==> config.mk <==
export PLATFORM = sky130hd
export DESIGN_NAME = bpds_wrap
export DESIGN_NICKNAME = d
export VERILOG_FILES = /design/src/rtl/core/bpds_pkg.sv /design/src/rtl/core/bpds_wrap.sv
export SDC_FILE = /design/constraint.sdc
export NUM_CORES = 2
export LEC_CHECK = 0
export BUFFER_PORTS_ARGS = -buffer_cell sky130_fd_sc_hd__buf_2
export CORE_MARGIN = 2
export CORE_UTILIZATION = 40
export DETAILED_ROUTE_END_ITERATION = 10
export MAX_ROUTING_LAYER = met4
export SKIP_LAST_GASP = 1
export SYNTH_ARGS = -nofsm -noshare
export SYNTH_HDL_FRONTEND = slang
export SYNTH_SLANG_ARGS = --single-unit
==> constraint.sdc <==
create_clock -name clk_i -period 9.87 [get_ports clk_i]
set_input_delay 0.4935 -clock clk_i [delete_from_list [all_inputs] [get_ports clk_i]]
set_output_delay 0.4935 -clock clk_i [all_outputs]
set_load 0.005 [all_outputs]
==> src/rtl/core/bpds_pkg.sv <==
// Shared types, constants and register codes for the byte pattern delta search.
`default_nettype none

package bpds_pkg;

  localparam int MaxPattern = 16;
  localparam int AddrBits   = 24;
  localparam int WinDepth   = MaxPattern + 1;

  // configuration field widths
  localparam int LenRegW   = 5;
  localparam int SpaceRegW = 25;
  localparam int PatBytes  = 16;
  localparam int PatW      = 8 * PatBytes;

  // APB port: 64-bit registers at 8-byte strides
  localparam int DataW  = 64;
  localparam int PaddrW = 6;
  localparam int RegSel = 3;

  localparam int EffLenW = $clog2(MaxPattern + 1);
  localparam int IdxW    = (MaxPattern > 1) ? $clog2(MaxPattern) : 1;
  localparam int FillW   = $clog2(WinDepth + 1);
  localparam int SpaceW  = AddrBits + 1;

  typedef enum logic [RegSel-1:0] {
    RegMode    = 3'd0,
    RegLen     = 3'd1,
    RegPatLow  = 3'd2,
    RegPatHigh = 3'd3,
    RegSpace   = 3'd4
  } reg_idx_e;

  typedef struct packed {
    logic [7:0]          data_byte;
    logic [AddrBits-1:0] byte_address;
    logic                first;
  } in_item_t;

  typedef struct packed {
    logic                match;
    logic [AddrBits-1:0] match_address;
  } out_item_t;

  // effective configuration, already saturated
  typedef struct packed {
    logic               mode;
    logic [EffLenW-1:0] len;
    logic [EffLenW-1:0] back;
    logic [SpaceW-1:0]  space;
    logic [PatW-1:0]    pattern;
  } cfg_t;

endpackage

`default_nettype wire

==> src/rtl/core/bpds_wrap.sv <==
// Pipelined address wrap: restoring modulo, one address bit per stage, then start offset.
`default_nettype none

module bpds_wrap (
  input  logic                          clk_i,
  input  logic                          rst_ni,
  input  logic                          in_valid_i,
  output logic                          in_ready_o,
  input  logic                          hit_i,
  input  logic [bpds_pkg::AddrBits-1:0] addr_i,
  input  bpds_pkg::cfg_t                cfg_i,
  output logic                          out_valid_o,
  input  logic                          out_ready_i,
  output bpds_pkg::out_item_t           out_data_o
);

  localparam int AW   = bpds_pkg::AddrBits;
  localparam int NSt  = AW + 2;
  localparam int Last = NSt - 1;

  logic          vld_q    [NSt];
  logic          can_load [NSt];
  logic          hit_q    [NSt];
  logic [AW-1:0] addr_q   [NSt];
  logic [AW-1:0] ra_q     [NSt];
  logic [AW-1:0] rb_q     [NSt];
  logic [AW-1:0] ra_d     [NSt];
  logic [AW-1:0] rb_d     [NSt];
  logic [AW-1:0] back_ext;

  assign back_ext = AW'(cfg_i.back);

  // a stage takes new data when empty or when the one after it moves on
  assign can_load[Last] = !vld_q[Last] || out_ready_i;
  for (genvar s = 0; s < Last; s++) begin : g_rdy
    assign can_load[s] = !vld_q[s] || can_load[s+1];
  end
  assign in_ready_o = can_load[0];

  assign ra_d[0] = '0;
  assign rb_d[0] = '0;

  for (genvar s = 1; s <= AW; s++) begin : g_step
    logic [AW:0] ta;
    logic [AW:0] tb;
    logic [AW:0] ma;
    logic [AW:0] mb;
    always_comb begin
      ta = {ra_q[s-1], addr_q[s-1][AW-s]};
      tb = {rb_q[s-1], back_ext[AW-s]};
      ma = (ta >= cfg_i.space) ? ta - cfg_i.space : ta;
      mb = (tb >= cfg_i.space) ? tb - cfg_i.space : tb;
      ra_d[s] = ma[AW-1:0];
      rb_d[s] = mb[AW-1:0];
    end
  end

  // step back to the start of the run, wrapping below zero
  logic [AW:0] start_sum;
  always_comb begin
    start_sum = {1'b0, ra_q[Last-1]} - {1'b0, rb_q[Last-1]};
    if (ra_q[Last-1] < rb_q[Last-1]) begin
      start_sum = start_sum + cfg_i.space;
    end
    ra_d[Last] = start_sum[AW-1:0];
    rb_d[Last] = rb_q[Last-1];
  end

  always_ff @(posedge clk_i or negedge rst_ni) begin
    if (!rst_ni) begin
      for (int s = 0; s < NSt; s++) begin
        vld_q[s] <= 1'b0;
      end
    end else begin
      if (can_load[0]) begin
        vld_q[0] <= in_valid_i;
      end
      for (int s = 1; s < NSt; s++) begin
        if (can_load[s]) begin
          vld_q[s] <= vld_q[s-1];
        end
      end
    end
  end

  always_ff @(posedge clk_i) begin
    if (can_load[0] && in_valid_i) begin
      hit_q[0]  <= hit_i;
      addr_q[0] <= addr_i;
      ra_q[0]   <= ra_d[0];
      rb_q[0]   <= rb_d[0];
    end
    for (int s = 1; s < NSt; s++) begin
      if (can_load[s] && vld_q[s-1]) begin
        hit_q[s]  <= hit_q[s-1];
        addr_q[s] <= addr_q[s-1];
        ra_q[s]   <= ra_d[s];
        rb_q[s]   <= rb_d[s];
      end
    end
  end

  assign out_valid_o              = vld_q[Last];
  assign out_data_o.match         = hit_q[Last];
  assign out_data_o.match_address = hit_q[Last] ? ra_q[Last] : '0;

endmodule

`default_nettype wire

==> metrics.csv <==
metric,value,unit
clk_path_buf_depth,4,
final_cell_mix,"1502 x edfxtp_1, 1200 x ha_1, 1050 x a21oi_1",
nFillCells,25330,
p_comb_share,53.8,%
critPathLaunch,ra_q[1][192],
numCtsBuffers,190,
first_iter_violations,5434,
synth_warnings,0,
yosysSeqAreaShare,41.6,%
drive_gt1_share,10.7,%
ir_drop,0.000221,V
wl_per_cell,20.2,um
row_count,192,
start_kind,register,
switching_share,39.6,%
netlist_area,0.110,mm2
maxCapViolCount,0,
period_share,52.8,%
fin_nets,12123,
p_leak,49.7,nW
vias,81123,
cts.clk_slew.worst_paths,0.06,ns
fin_ws,4.66,ns
antenna_found_initial,6,
hold_ws,0.0668,ns
endpoint_kind,register,
io_pins,220,
clockPowerShare,16.8,%
dr.pass1.iters,5,
worstHoldStart,cfg_i[156],
setup.worst_path.class,reg -> reg,
grt_first_pass_wirelength,452000,um
syn_to_final_growth,10.5,%
slew_violations,0,
post_cts_buffers,0,
clockRootBuffer,clkbuf_16,
h-tree-depth,4,
finalHoldViolations,0,
reg2regPathDepth,21,
pre_cts_slack,4.03,ns
fin_util,44.4,%
holdPathStages,3,
grt_max_degree,73,
cp_max_fo,5,
place_area,0.115,mm2
dieWidth,529,um
syn_inst,10439,
grt_overflow,0,
clock_latency,0.86,ns
min_period,5.21,ns
required,10.44,ns
cts.sinks,1528,
outcome,finished clean,
seqPwrFrac,29.4,%
p_switching,16.0,mW
synth_seq_cells,1528,
routed_via_density,5.63,
die_y,529,um
place.gp.congestion,0.908,
coreArea,0.274,mm2
internal_power,24.4,mW
synth_ff_type,edfxtp_1,
crit_arrival,5.79,ns
remaining_drc_errors,0,
start_util,40.2,%
dieArea,0.279,mm2
worst_pin_slew,1.25,ns
track_usage,21.0,%
synth_edf_count,1502,
synth_nets,11880,
finalInstanceArea,0.122,mm2
setup_violations,0,
fmax,192,MHz
r2r-start,ra_q[1][192],
finClkSkew,0.0694,ns
finalSetupTns,0,ns
worstHoldPathType,in -> reg,
synthArstFlopShare,1.70,%
ant_nets,0,
cts_tree,yes,
post-dp-hpwl,211000,um
numPortBuffers,85,
totalWireLength,292000,um
rsz0062_at_grt,no,
avgSynthCellArea,10.5,um2
powerDensity,332,mW/mm2
grt_pass1_vias,80472,
final_common_cell,edfxtp_1,
relSlewSlack,16.6,%
synth_cell_type_count,101,
==> critical path: stages, from the launching register on <==
cell and delay [ns]:
edfxtp_1 0.37, inv_1 0.15, ha_1 0.19, inv_1 0.06, fa_1 0.40, a21o_1 0.22
a22oi_1 0.28, a211o_1 0.21, nand2b_1 0.06, a21o_1 0.20, xor2_1 0.42, ha_1 0.39
a21o_1 0.21, a21o_1 0.17, a221o_1 0.41, a21oi_1 0.25, o311ai_1 0.18, a21o_1 0.21
a21oi_1 0.16, xnor2_1 0.15, nor2_1 0.07, xnor2_1 0.15
==> path summary, 6_finish.rpt <==
| check | slack (ns) | end |
|---|---|---|
| max | 4.66 | ra_q[1][239] |
| min | 0.07 | rb_q[1][120] |
| max reg2reg | 4.66 | ra_q[1][239] |
| min reg2reg | 0.38 | addr_q[1][2] |
| max in group asynchronous | 8.81 | vld_q[1] |
| min in group asynchronous | 0.33 | vld_q[23] |
==> power by group through the flow <==
stage          logic, mW  registers, mW  clock network [mW]
3_5_place_dp        21.4           12.0                   0
2_1_floorplan       17.2           11.3                   0
6_report            21.7           11.9                6.78
5_1_grt             24.2           12.1                7.20
4_1_cts             21.6           11.9                6.97
3_3_place_gp        20.9           11.9                   0
==> cell type report <==
type                            count  area [um2]  share of cell area (%)
Sequential cell                  1528       45800                    37.6
Clock buffer                      227        4940                    4.06
Multi-Input combinational cell   8325       62200                    51.1
Inverter                          406        1580                    1.30
Clock inverter                    101         992                   0.816
Timing Repair Buffer              231        1660                    1.37
Antenna cell                        5        12.5                  0.0103
Tap cell                         3589        4490                    3.69
==> flip-flops by register name, summed over array words and instances (netlist names) <==
register and count:
ra_q 600, rb_q 576, addr_q 300, hit_q 26, vld_q 25, out_valid_o 1
==> kinds of logic (layout without fill, tap and decap cells) <==
kind of cell | after synthesis | after routing | share of synthesized area (%)
AND/OR/NAND/NOR | 2571 | 2571 | 11.2
XOR/XNOR | 989 | 989 | 7.87
buffers and inverters | 586 | 965 | 2.17
adder cells (fa/ha/maj) | 1248 | 1248 | 14.5
AO/OA/AOI/OAI | 2923 | 2923 | 16.6
flip-flops | 1528 | 1528 | 41.6
multiplexers | 594 | 594 | 6.14
other | 0 | 5 | 0
==> metrics by stage <==
stage               power [mW]  cells
finish                    40.4  14412
global route              43.5  14411
CTS                       40.4  14407
detailed placement        33.4  14048
global placement          32.9  14048
floorplan                 28.5  10439
==> repair_timing <==
item / in CTS / in global routing
hold endpoints to repair: 57 / 0
hold buffers: 31 / 0
gates resized for setup: 0 / 0
==> Yosys cell counts, drive strengths merged (20+ instances only) <==
master,instances,area share (%)
edfxtp,1502,41
ha,1200,14
a21oi,1056,4.8
nor2,767,2.6
xnor2,651,5.2
nand2,627,2.1
o21ai,626,2.9
mux2,549,5.7
a21o,474,3.2
inv,406,1.4
xor2,338,2.7
nand2b,175,0.99
nor3,169,0.77
nor2b,158,0.90
nand4,151,0.86
nand3,147,0.67
o21bai,116,0.79
clkbuf,108,0.37
a31oi,102,0.60
o21a,101,0.69
and2,94,0.53
and3,80,0.45
buf,72,0.42
o31ai,66,0.45
a21boi,65,0.45
nor4,50,0.28
fa,48,0.87
or2,48,0.27
mux2i,45,0.41
or3,43,0.24
a211oi,41,0.30
o211ai,31,0.22
and4,30,0.24
dfrtp,26,0.59
a221o,24,0.22
a2111oi,21,0.19
a31o,21,0.17
o41ai,20,0.18
==> routing by layer <==
layer  wire length [um]  track usage, %
met1             134000            27.4
met3              12400            2.18
met4               8610            6.12
met5                  0               -
met2             137000            34.6
Power figures use the tool's default switching activity.
