<file path="config.mk">
export PLATFORM = sky130hd
export DESIGN_NAME = bpds_cfg
export DESIGN_NICKNAME = d
export VERILOG_FILES = /design/src/rtl/core/bpds_pkg.sv /design/src/rtl/core/bpds_cfg.sv
export SDC_FILE = /design/constraint.sdc
export NUM_CORES = 1
export LEC_CHECK = 0
export BUFFER_PORTS_ARGS = -buffer_cell sky130_fd_sc_hd__buf_4
export CORE_UTILIZATION = 35
export DETAILED_ROUTE_END_ITERATION = 8
export PLACE_DENSITY = 0.68
export SETUP_SLACK_MARGIN = 0.15
export SLEW_MARGIN = 40
export SYNTH_ARGS = -nofsm -noshare
export SYNTH_HDL_FRONTEND = slang
export SYNTH_SLANG_ARGS = --single-unit
</file>
<file path="constraint.sdc">
create_clock -name clk_i -period 2.6 [get_ports clk_i]
set_clock_uncertainty 0.05 [all_clocks]
set_input_delay 0.13 -clock clk_i [delete_from_list [all_inputs] [get_ports clk_i]]
set_output_delay 0.13 -clock clk_i [all_outputs]
set_load 0.02 [all_outputs]
</file>
<file path="src/rtl/core/bpds_pkg.sv">
// Shared types, constants and register codes for the byte pattern delta search.
`default_nettype none

package bpds_pkg;

  localparam int MaxPattern = 16;
  localparam int AddrBits   = 24;
  localparam int WinDepth   = MaxPattern + 1;

  // configuration field widths
  localparam int LenRegW   = 5;
  localparam int SpaceRegW = 25;
  localparam int PatBytes  = 16;
  localparam int PatW      = 8 * PatBytes;

  // APB port: 64-bit registers at 8-byte strides
  localparam int DataW  = 64;
  localparam int PaddrW = 6;
  localparam int RegSel = 3;

  localparam int EffLenW = $clog2(MaxPattern + 1);
  localparam int IdxW    = (MaxPattern > 1) ? $clog2(MaxPattern) : 1;
  localparam int FillW   = $clog2(WinDepth + 1);
  localparam int SpaceW  = AddrBits + 1;

  typedef enum logic [RegSel-1:0] {
    RegMode    = 3'd0,
    RegLen     = 3'd1,
    RegPatLow  = 3'd2,
    RegPatHigh = 3'd3,
    RegSpace   = 3'd4
  } reg_idx_e;

  typedef struct packed {
    logic [7:0]          data_byte;
    logic [AddrBits-1:0] byte_address;
    logic                first;
  } in_item_t;

  typedef struct packed {
    logic                match;
    logic [AddrBits-1:0] match_address;
  } out_item_t;

  // effective configuration, already saturated
  typedef struct packed {
    logic               mode;
    logic [EffLenW-1:0] len;
    logic [EffLenW-1:0] back;
    logic [SpaceW-1:0]  space;
    logic [PatW-1:0]    pattern;
  } cfg_t;

endpackage

`default_nettype wire

</file>
<file path="src/rtl/core/bpds_cfg.sv">
// APB register file and effective configuration for the pattern search.
`default_nettype none

module bpds_cfg (
  input  logic                         clk_i,
  input  logic                         rst_ni,
  input  logic                         psel,
  input  logic                         penable,
  input  logic                         pwrite,
  input  logic [bpds_pkg::PaddrW-1:0]  paddr,
  input  logic [bpds_pkg::DataW-1:0]   pwdata,
  output logic [bpds_pkg::DataW-1:0]   prdata,
  output logic                         pready,
  output bpds_pkg::cfg_t               cfg_o
);

  logic                             mode_q;
  logic [bpds_pkg::LenRegW-1:0]     len_q;
  logic [bpds_pkg::DataW-1:0]       pat_lo_q;
  logic [bpds_pkg::DataW-1:0]       pat_hi_q;
  logic [bpds_pkg::SpaceRegW-1:0]   space_q;
  logic                             wr_en;
  bpds_pkg::reg_idx_e               reg_idx;
  logic [bpds_pkg::AddrBits:0]      full_space;

  assign pready  = 1'b1;
  assign wr_en   = psel && penable && pwrite;
  assign reg_idx = bpds_pkg::reg_idx_e'(paddr[bpds_pkg::PaddrW-1 -: bpds_pkg::RegSel]);

  always_ff @(posedge clk_i or negedge rst_ni) begin
    if (!rst_ni) begin
      mode_q   <= 1'b0;
      len_q    <= bpds_pkg::LenRegW'(1);
      pat_lo_q <= '0;
      pat_hi_q <= '0;
      space_q  <= bpds_pkg::SpaceRegW'(1 << bpds_pkg::AddrBits);
    end else if (wr_en) begin
      case (reg_idx)
        bpds_pkg::RegMode:    mode_q   <= pwdata[0];
        bpds_pkg::RegLen:     len_q    <= pwdata[bpds_pkg::LenRegW-1:0];
        bpds_pkg::RegPatLow:  pat_lo_q <= pwdata;
        bpds_pkg::RegPatHigh: pat_hi_q <= pwdata;
        bpds_pkg::RegSpace:   space_q  <= pwdata[bpds_pkg::SpaceRegW-1:0];
        default: ;
      endcase
    end
  end

  always_comb begin
    case (reg_idx)
      bpds_pkg::RegMode:    prdata = bpds_pkg::DataW'(mode_q);
      bpds_pkg::RegLen:     prdata = bpds_pkg::DataW'(len_q);
      bpds_pkg::RegPatLow:  prdata = pat_lo_q;
      bpds_pkg::RegPatHigh: prdata = pat_hi_q;
      bpds_pkg::RegSpace:   prdata = bpds_pkg::DataW'(space_q);
      default:              prdata = '0;
    endcase
  end

  assign full_space = {1'b1, {bpds_pkg::AddrBits{1'b0}}};

  // saturate length and space to the ranges the datapath supports
  always_comb begin
    if (len_q == '0) begin
      cfg_o.len = bpds_pkg::EffLenW'(1);
    end else if (int'(len_q) > bpds_pkg::MaxPattern) begin
      cfg_o.len = bpds_pkg::EffLenW'(bpds_pkg::MaxPattern);
    end else begin
      cfg_o.len = bpds_pkg::EffLenW'(len_q);
    end
    cfg_o.back = cfg_o.len - bpds_pkg::EffLenW'(1);
    if (space_q == '0 || 64'(space_q) > 64'(full_space)) begin
      cfg_o.space = full_space;
    end else begin
      cfg_o.space = bpds_pkg::SpaceW'(space_q);
    end
    cfg_o.mode    = mode_q;
    cfg_o.pattern = {pat_hi_q, pat_lo_q};
  end

endmodule

`default_nettype wire

</file>
==> results.json <==
{
  "status": "finished, final reports clean",
  "wl_per_cell_um": 18.5,
  "cp_slowest_cell": "dfrtp_1",
  "cp_max_fo": 5,
  "port_buffers": 299,
  "grt_pass1_vias": 6132,
  "combPwrFrac_pct": 33.1,
  "syn2layout_area_growth_pct": 50.1,
  "vias_per_cell": 4.92,
  "htreeDepth": 4,
  "syn_area_mm2": 0.00742,
  "p_int_w": 0.00572,
  "totalPowerFinal_w": 0.00874,
  "final_common_cell": "buf_4",
  "max_stage_delay_ns": 0.43,
  "yosysSeqAreaShare_pct": 53.7,
  "final_util_pct": 54.3,
  "start_kind": "flop",
  "worst_pin_slew_ns": 0.793,
  "ys_types": 33,
  "clock_path_buffers": 2,
  "ys.warnings.count": 0,
  "routed_wl_um": 22300,
  "cts-root-buf": "clkbuf_16",
  "syn_avg_cell_area_um2": 12.9,
  "synth_nets": 649,
  "grt_overflow": 0,
  "first_pass_iters": 4,
  "crit_top_cell": "o21ai_0",
  "cts.sinks": 159,
  "crit_required_ns": 2.42,
  "mostFrequentLayoutCells": "buf_4, dfrtp_1, mux2_2",
  "drc": 0,
  "p_leak_nw": 5.54,
  "dieArea_mm2": 0.0218,
  "slew_violations": 0,
  "n_antenna_cell": 0,
  "ant_nets": 0,
  "p_switching_w": 0.00303,
  "cts_buffers": 17,
  "setup_violations": 0,
  "post_cts_buffers": 0,
  "start_util_pct": 36.2,
  "chipHeight_um": 148,
  "grt_max_degree": 68,
  "crit_chain": "nor3_1, o21ai_0, ha_1, nand3_1, o21ai_0, buf_4",
  "hold_class": "in -> reg",
  "cp-end-kind": "primary output",
  "die_w_um": 148,
  "synthCells": 573,
  "relSlewSlack_pct": 47.1,
  "max_freq_ghz": 0.491,
  "grt_pass1_wl_um": 34700,
  "layout.nets": 1003,
  "clkPwrFrac_pct": 27.4,
  "drt_iter0_drc": 117,
  "finalCritPeriodShare_pct": 78.3,
  "powerDensity_mw_per_mm2": 785,
  "drv_cap": 0,
  "worst-setup-path-type": "reg -> out",
  "tns_ns": 0,
  "fin_hold_ws_ns": 0.116,
  "hold_viol": 0,
  "synth-seq-cells": 159,
  "grt_use_total_pct": 20.7,
  "synth-edff-count": 0,
  "num_rows": 52,
  "rsz0062_at_grt": "no",
  "vias": 5954,
  "power_frac_seq_pct": 39.5,
  "tritoncts": "done",
  "arrival_ns": 1.86,
  "hpwl_um": 15100,
  "clk_pin_slew_ns": 0.06,
  "ys.flop_type": "dfrtp_1",
  "gp_congestion": 0.816,
  "vdd_drop_max_mv": 0.459,
  "worstSkewPairLatency_ns": 0.41,
  "ioPinCount": 304,
  "fp.coreArea_mm2": 0.0205,
  "grt_antenna_before_repair": 0,
  "switching_share_pct": 34.6,
  "drive_above_1_share_pct": 53.3,
  "ys_async_sr_fraction_pct": 100,
  "layout_min_cycle_time_ns": 2.04
}
==> per-stage QoR <==
stage | worst slack [ns] | instances | cell area (um2)
2_1_floorplan | 0.696 | 573 | 7420
6_report | 0.564 | 1210 | 11100
3_5_place_dp | 0.781 | 1113 | 9920
3_3_place_gp | 0.790 | 1113 | 9920
4_1_cts | 0.540 | 1210 | 11100
5_1_grt | 0.366 | 1210 | 11100
==> cell families after synthesis <==
kind of cell | after synthesis | synth area share (%)
AO/OA/AOI/OAI | 35 | 2.72
XOR/XNOR | 1 | 0.118
adder cells (fa/ha/maj) | 1 | 0.169
buffers and inverters | 43 | 3.14
flip-flops | 159 | 53.7
multiplexers | 223 | 32.8
other | 1 | 0.0505
AND/OR/NAND/NOR | 110 | 7.37
==> final cells by class <==
cell class,count,area (um2)
flip-flops and latches,159,3980
clock inverters,13,131
fillers,1787,9360
clock buffers,19,433
repair buffers,374,3020
well taps,270,338
inverters,4,15.0
multi-input cells,371,3210
==> flip-flops by register name, summed over array words and instances (netlist names) <==
register  cells
len_q         5
mode_q        1
pat_lo_q     64
space_q      25
pat_hi_q     64
==> synth_stat cells, types with 2 or more instances <==
cell type  count  area, um2
buf_6          5       56.3
dfstp_2        2       52.6
nand2_1       23       86.3
dfrtp_1      157       3930
inv_1          4       15.0
clkbuf_1      12       45.0
o21ai_0       22        110
o22ai_1        5       31.3
buf_2         18       90.1
a22oi_1        6       45.0
nand3_1        2       10.0
nor2b_1       28        175
mux2_2       156       1760
nor4_1         7       43.8
buf_4          3       22.5
mux2_1         4       45.0
mux2i_1       63        631
nor2_1        41        154
==> critical path, delay by kind of cell (launching register included) <==
family                     cells  cell delay [ns]
DFF                            1             0.43
AOI/OAI and AO/OA              2             0.41
adders and majority gates      1             0.27
buffers and inverters          1             0.17
and+or+nand+nor                2             0.16
==> routing by layer <==
metal / part of all wire (%) / global-route usage (%) / wire [um]
met1: 42 / 25.9 / 9440
met2: 48 / 34.6 / 10700
met3: 8.0 / 6.39 / 1790
met4: 1.6 / 5.88 / 357
met5: 0 / 0 / 0
==> final timing paths <==
check / from / endpoint / slack [ns] / cells past startpoint
min in group asynchronous: rst_ni / pat_hi_q[8]$_DFFE_PN0P_ / 0.26 / 2
worst min register to register: pat_lo_q[13]$_DFFE_PN0P_ / pat_lo_q[13]$_DFFE_PN0P_ / 0.48 / 1
max in group asynchronous: rst_ni / space_q[24]$_DFFE_PN1P_ / 1.51 / 3
worst max register to register: space_q[24]$_DFFE_PN1P_ / space_q[24]$_DFFE_PN1P_ / 1.34 / 1
worst max-delay path: len_q[1]$_DFFE_PN0P_ / cfg_o[157] / 0.56 / 6
worst min-delay path: paddr[5] / mode_q$_DFFE_PN0P_ / 0.12 / 3
==> power by group through the flow <==
stage / combinational (W) / sequential (W) / clock (W)
after floorplan: 0.00108 / 0.00381 / 0
after global placement: 0.00280 / 0.00347 / 0
after detailed placement: 0.00283 / 0.00348 / 0
after CTS: 0.00292 / 0.00345 / 0.00247
after global routing: 0.00307 / 0.00352 / 0.00257
final: 0.00289 / 0.00345 / 0.00240
==> what timing repair did <==
action | in CTS | in global routing
hold buffers | 65 | 0
endpoints found under the setup margin | 0 | 0
resized for setup | 0 | 0
hold endpoints to repair | 223 | 0
Power figures use the tool's default switching activity.
