**config.mk**
```make
export PLATFORM = sky130hd
export DESIGN_NAME = bpds_window
export DESIGN_NICKNAME = d
export VERILOG_FILES = /design/src/rtl/core/bpds_pkg.sv /design/src/rtl/core/bpds_window.sv
export SDC_FILE = /design/constraint.sdc
export NUM_CORES = 1
export LEC_CHECK = 0
export BUFFER_PORTS_ARGS = -buffer_cell sky130_fd_sc_hd__clkbuf_2
export CAP_MARGIN = 20
export CORE_MARGIN = 1.5
export CORE_UTILIZATION = 41
export CTS_BUF_LIST = sky130_fd_sc_hd__clkbuf_4
export CTS_CLUSTER_SIZE = 28
export DETAILED_ROUTE_END_ITERATION = 10
export SETUP_SLACK_MARGIN = 0.15
export SYNTH_ARGS = -nofsm -noshare
export SYNTH_HDL_FRONTEND = slang
export SYNTH_SLANG_ARGS = --single-unit
export TNS_END_PERCENT = 5
```
**constraint.sdc**
```tcl
create_clock -name clk_i -period 22.1 [get_ports clk_i]
set_input_delay 4.42 -clock clk_i [delete_from_list [all_inputs] [get_ports clk_i]]
set_output_delay 4.42 -clock clk_i [all_outputs]
set_load 0.01 [all_outputs]
```
**src/rtl/core/bpds_pkg.sv**
```systemverilog
// Shared types, constants and register codes for the byte pattern delta search.
`default_nettype none

package bpds_pkg;

  localparam int MaxPattern = 16;
  localparam int AddrBits   = 24;
  localparam int WinDepth   = MaxPattern + 1;

  // configuration field widths
  localparam int LenRegW   = 5;
  localparam int SpaceRegW = 25;
  localparam int PatBytes  = 16;
  localparam int PatW      = 8 * PatBytes;

  // APB port: 64-bit registers at 8-byte strides
  localparam int DataW  = 64;
  localparam int PaddrW = 6;
  localparam int RegSel = 3;

  localparam int EffLenW = $clog2(MaxPattern + 1);
  localparam int IdxW    = (MaxPattern > 1) ? $clog2(MaxPattern) : 1;
  localparam int FillW   = $clog2(WinDepth + 1);
  localparam int SpaceW  = AddrBits + 1;

  typedef enum logic [RegSel-1:0] {
    RegMode    = 3'd0,
    RegLen     = 3'd1,
    RegPatLow  = 3'd2,
    RegPatHigh = 3'd3,
    RegSpace   = 3'd4
  } reg_idx_e;

  typedef struct packed {
    logic [7:0]          data_byte;
    logic [AddrBits-1:0] byte_address;
    logic                first;
  } in_item_t;

  typedef struct packed {
    logic                match;
    logic [AddrBits-1:0] match_address;
  } out_item_t;

  // effective configuration, already saturated
  typedef struct packed {
    logic               mode;
    logic [EffLenW-1:0] len;
    logic [EffLenW-1:0] back;
    logic [SpaceW-1:0]  space;
    logic [PatW-1:0]    pattern;
  } cfg_t;

endpackage

`default_nettype wire

```
**src/rtl/core/bpds_window.sv**
```systemverilog
// Sliding byte window with parallel exact and delta compare against the pattern.
`default_nettype none

module bpds_window (
  input  logic                clk_i,
  input  logic                rst_ni,
  input  logic                take_i,
  input  bpds_pkg::in_item_t  item_i,
  input  bpds_pkg::cfg_t      cfg_i,
  output logic                hit_o
);

  localparam int CmpW = (bpds_pkg::FillW > bpds_pkg::EffLenW + 1) ?
                        bpds_pkg::FillW : bpds_pkg::EffLenW + 1;

  logic [7:0]                  win_q [bpds_pkg::WinDepth];
  logic [7:0]                  win_d [bpds_pkg::WinDepth];
  logic [bpds_pkg::FillW-1:0]  fill_q;
  logic [bpds_pkg::FillW-1:0]  fill_d;
  logic [bpds_pkg::FillW-1:0]  fill_base;
  logic [7:0]                  sel   [bpds_pkg::MaxPattern];
  logic [7:0]                  pat_b [bpds_pkg::MaxPattern];
  logic [bpds_pkg::IdxW-1:0]   idx;
  logic [CmpW-1:0]             need;
  logic                        all_ok;

  for (genvar k = 0; k < bpds_pkg::MaxPattern; k++) begin : g_pat
    if (k < bpds_pkg::PatBytes) begin : g_in
      assign pat_b[k] = cfg_i.pattern[8*k +: 8];
    end else begin : g_zero
      assign pat_b[k] = 8'h00;
    end
  end

  // shift in the new byte, starting from an empty window on a first byte
  always_comb begin
    win_d[0] = item_i.data_byte;
    for (int i = 1; i < bpds_pkg::WinDepth; i++) begin
      win_d[i] = item_i.first ? 8'h00 : win_q[i-1];
    end
    fill_base = item_i.first ? '0 : fill_q;
    if (int'(fill_base) < bpds_pkg::WinDepth) begin
      fill_d = fill_base + bpds_pkg::FillW'(1);
    end else begin
      fill_d = fill_base;
    end
  end

  // oldest compared byte pairs with pattern byte 0
  always_comb begin
    for (int j = 0; j < bpds_pkg::MaxPattern; j++) begin
      sel[j] = cfg_i.mode ? 8'(win_d[j] - win_d[j+1]) : win_d[j];
    end
    all_ok = 1'b1;
    idx    = '0;
    for (int k = 0; k < bpds_pkg::MaxPattern; k++) begin
      if (bpds_pkg::EffLenW'(k) < cfg_i.len) begin
        idx = bpds_pkg::IdxW'(cfg_i.back - bpds_pkg::EffLenW'(k));
        if (sel[idx] != pat_b[k]) begin
          all_ok = 1'b0;
        end
      end
    end
    need  = cfg_i.mode ? CmpW'(cfg_i.len) + CmpW'(1) : CmpW'(cfg_i.len);
    hit_o = all_ok && (CmpW'(fill_d) >= need);
  end

  always_ff @(posedge clk_i or negedge rst_ni) begin
    if (!rst_ni) begin
      for (int i = 0; i < bpds_pkg::WinDepth; i++) begin
        win_q[i] <= 8'h00;
      end
      fill_q <= '0;
    end else if (take_i) begin
      win_q  <= win_d;
      fill_q <= fill_d;
    end
  end

endmodule

`default_nettype wire

```
==> out/metrics.yaml <==
status: "finished clean"
crit_family: "simple AND/OR/NAND/NOR gates"
start_kind: "input port"
synth_edf_count: 0
fp.dieH_um: 254
grt_first_pass_wirelength_um: 159000
relSlewSlack_pct: 7.37
rsz0062_at_grt: "no"
drtAntennaViolNets: 0
grt_max_degree: 155
drt-total-wl_um: 107000
start_util_pct: 41.6
setup-tns-final_ns: 0
fin_crit_sh_pct: 71.5
clock_path_buffers: 2
finalMaxSlewViolations: 0
final_nets: 3550
r2r-start: "fill_q[3]$_DFFE_PN0P_"
viasPerCell: 6.58
vdd_ir_drop_max_uv: 39.1
crit_path_top_delay_cell: "a221oi_1"
crit_top_cell: "mux2i_1"
syn_nets: 3580
avgSynthCellArea_um2: 7.79
cts.reportedPaths.clkPinSlew_ns: 0.14
dr.pass1.iters: 8
path_max_fanout: 154
crit_buf_inv: 4
pwr-share-comb_pct: 54.4
track_usage_pct: 32.9
final_hold_viol_count: 0
crit_type: "input port to output port"
die_area_um2: 64300
row_count: 91
syn_area_um2: 25700
sequentialPowerShare_pct: 26.3
ys_types: 115
hold_class: "flip-flop to flip-flop"
power.share.clock_pct: 19.3
critPathArrivalTime_ns: 11.39
placedCellCount: 4085
wl_met2_um: 46700
drt-wirelength-per-cell_um: 26.0
crit_chain: "buf_8 -> buf_12 -> buf_4 -> nor2b_1 -> nand2b_1 -> ha_1 -> or4b_2 -> o32ai_1 -> a221oi_1 -> mux2i_1 -> mux2i_1 -> mux4_2 -> xnor2_1 -> or3_1 -> a221oi_2 -> nand4_1 -> nor4_1 -> o2111ai_1 -> nor4bb_1 -> clkbuf_2"
top_layer_used: "met5"
vias: 27200
cts_resized: 0
reg2reg_to: "fill_q[1]$_DFFE_PN0P_"
core_um2: 61800
r2r_cells: 4
p_sw_share_pct: 48.7
yosysWarnings: 0
cts_setup_buffers: 0
max_freq_mhz: 63.3
critPathRequiredTime_ns: 17.68
cts_sinks: 133
first_global_vias: 24600
critPathMaxStageDelay_ns: 1.08
hold_buffers: 0
path_depth: 20
io_pins: 201
finClkSkew_ns: 0.0304
fin_cells: 4125
power_density_nw_per_um2: 37.2
ctsHtreeMaxLevel: 4
leakage_nw: 10.6
cap_violations: 0
cts_tree: "done"
syn_to_final_growth_pct: 5.91
cp-endpoint: "hit_o"
timing.hold.ws_ns: 0.519
whs_path_depth: 1
die_x_um: 254
drc: 0
reg2reg_slack_ns: 20.27
drt_iter0_drc: 3463
yosysSeqAreaShare_pct: 12.9
grt_antenna_before_repair: 5
wl_met1_um: 44100
critPathCaptureType: "output port"
clk_latency_ns: 0.79
ys_ff_latch: 133
finalSetupViolCount: 0
setup.worst_path.start: "item_i[0]"
gr-total-overflow: 0
dpl.hpwl_um: 82700
ys.flop_type: "dfrtp_1"
fin_crit_ns: 15.81
gp_congestion: 1.04
numCtsBuffers: 17
cell_internal_pwr_w: 0.000520
synthCells: 3302
clockRootBuffer: "clkbuf_4"
net-switching-power_w: 0.000494
dr_wl_met3_um: 10600
portBuffers: 150
drive_gt1_share_pct: 15.9
async_flop_share_pct: 100
tightest_slew_ns: 1.39
## stage by stage
stage	util, %	area, um^2	power [W]	setup WS, ns
finish	44.1	27200	0.00101	6.29
floorplan	-	25700	0.000635	7.68
global placement	43.5	26900	0.000801	6.62
detailed placement	43.5	26900	0.000804	6.65
global route	44.1	27200	0.00106	6.10
CTS	44.0	27200	0.00100	6.62
## synth_stat cells, types with 25 or more instances
| cell type | instances | share of area (%) |
|---|---|---|
| and2_1 | 26 | 0.63 |
| nor2_1 | 248 | 3.6 |
| nand2_1 | 221 | 3.2 |
| inv_1 | 108 | 1.6 |
| mux2i_1 | 173 | 6.7 |
| mux4_2 | 83 | 7.3 |
| mux2_2 | 102 | 4.5 |
| buf_1 | 31 | 0.45 |
| a21oi_1 | 162 | 3.2 |
| nand3_1 | 76 | 1.5 |
| o211ai_1 | 42 | 1.2 |
| a31oi_1 | 62 | 1.5 |
| dfrtp_1 | 133 | 13 |
| nand2b_1 | 112 | 2.7 |
| buf_2 | 41 | 0.80 |
| xnor2_1 | 120 | 4.1 |
| xor2_1 | 90 | 3.1 |
| o21ai_1 | 30 | 0.58 |
| a211oi_1 | 53 | 1.5 |
| ha_1 | 72 | 3.5 |
| o22ai_1 | 35 | 0.85 |
| clkbuf_1 | 161 | 2.3 |
| o31ai_1 | 31 | 0.90 |
| a21o_1 | 25 | 0.73 |
| nand4_1 | 33 | 0.80 |
| o21a_1 | 40 | 1.2 |
| nor4_1 | 27 | 0.66 |
| nor2b_1 | 133 | 3.2 |
| o21ai_0 | 162 | 3.2 |
| or3_1 | 27 | 0.66 |
| nor3_1 | 78 | 1.5 |
## layout make-up
| type | count | area (um^2) |
|---|---|---|
| inverter | 116 | 442 |
| clock buffer | 17 | 128 |
| tap | 837 | 1050 |
| clock inverter | 15 | 166 |
| multi-input combinational | 2794 | 20900 |
| fill | 6350 | 34600 |
| antenna | 3 | 7.51 |
| sequential | 133 | 3330 |
| timing repair buffer | 210 | 1260 |
## kinds of logic after synthesis
kind of cell / after synthesis / synth area share (%)
and+or+nand+nor: 1151 / 23.8
AOI/OAI and AO/OA: 981 / 26.8
buffers and inverters: 375 / 6.15
muxes: 361 / 18.6
xor gates and xnor gates: 210 / 7.15
DFF: 133 / 12.9
adders and majority gates: 91 / 4.48
## state kept, by name, indices dropped and copies added (netlist names)
register and count:
win_q 128, fill_q 5
## layer usage
metal  track usage [%]  vias to the layer above
li1                  -                    12500
met1              43.4                    13200
met2              50.1                     1302
met3              7.53                      227
met4              16.9                        2
met5                 0                        -
## power by group through the flow
stage	Clock, W	Combinational [W]	Sequential [W]
floorplan	0	0.000373	0.000262
global placement	0	0.000531	0.000270
detailed placement	0	0.000534	0.000270
CTS	0.000203	0.000536	0.000266
global route	0.000209	0.000583	0.000268
finish	0.000196	0.000552	0.000266
## cell usage in the layout (no fill, tap or decap), drive strengths merged, types with 55 or more instances in the layout
| master | count |
|---|---|
| nand3 | 77 |
| buf | 61 |
| inv | 121 |
| o21ai | 194 |
| xor2 | 90 |
| mux4 | 83 |
| xnor2 | 120 |
| nand2 | 221 |
| mux2 | 104 |
| nor2 | 248 |
| nand2b | 112 |
| nor3 | 78 |
| a211oi | 55 |
| nor2b | 133 |
| ha | 72 |
| dfrtp | 133 |
| mux2i | 174 |
| clkbuf | 166 |
| a31oi | 63 |
| a21oi | 164 |
## how the worst min path moves through the flow
stage	startpoint	end	slack (ns)
finish	win_q[78]$_DFFE_PN0P_	win_q[78]$_DFFE_PN0P_	0.52
floorplan	win_q[54]$_DFFE_PN0P_	win_q[54]$_DFFE_PN0P_	0.47
CTS	win_q[78]$_DFFE_PN0P_	win_q[78]$_DFFE_PN0P_	0.52
global placement	win_q[110]$_DFFE_PN0P_	win_q[110]$_DFFE_PN0P_	0.48
global route	win_q[78]$_DFFE_PN0P_	win_q[78]$_DFFE_PN0P_	0.54
detailed placement	win_q[110]$_DFFE_PN0P_	win_q[110]$_DFFE_PN0P_	0.49
Note: power is estimated with default switching activity, not from simulation.
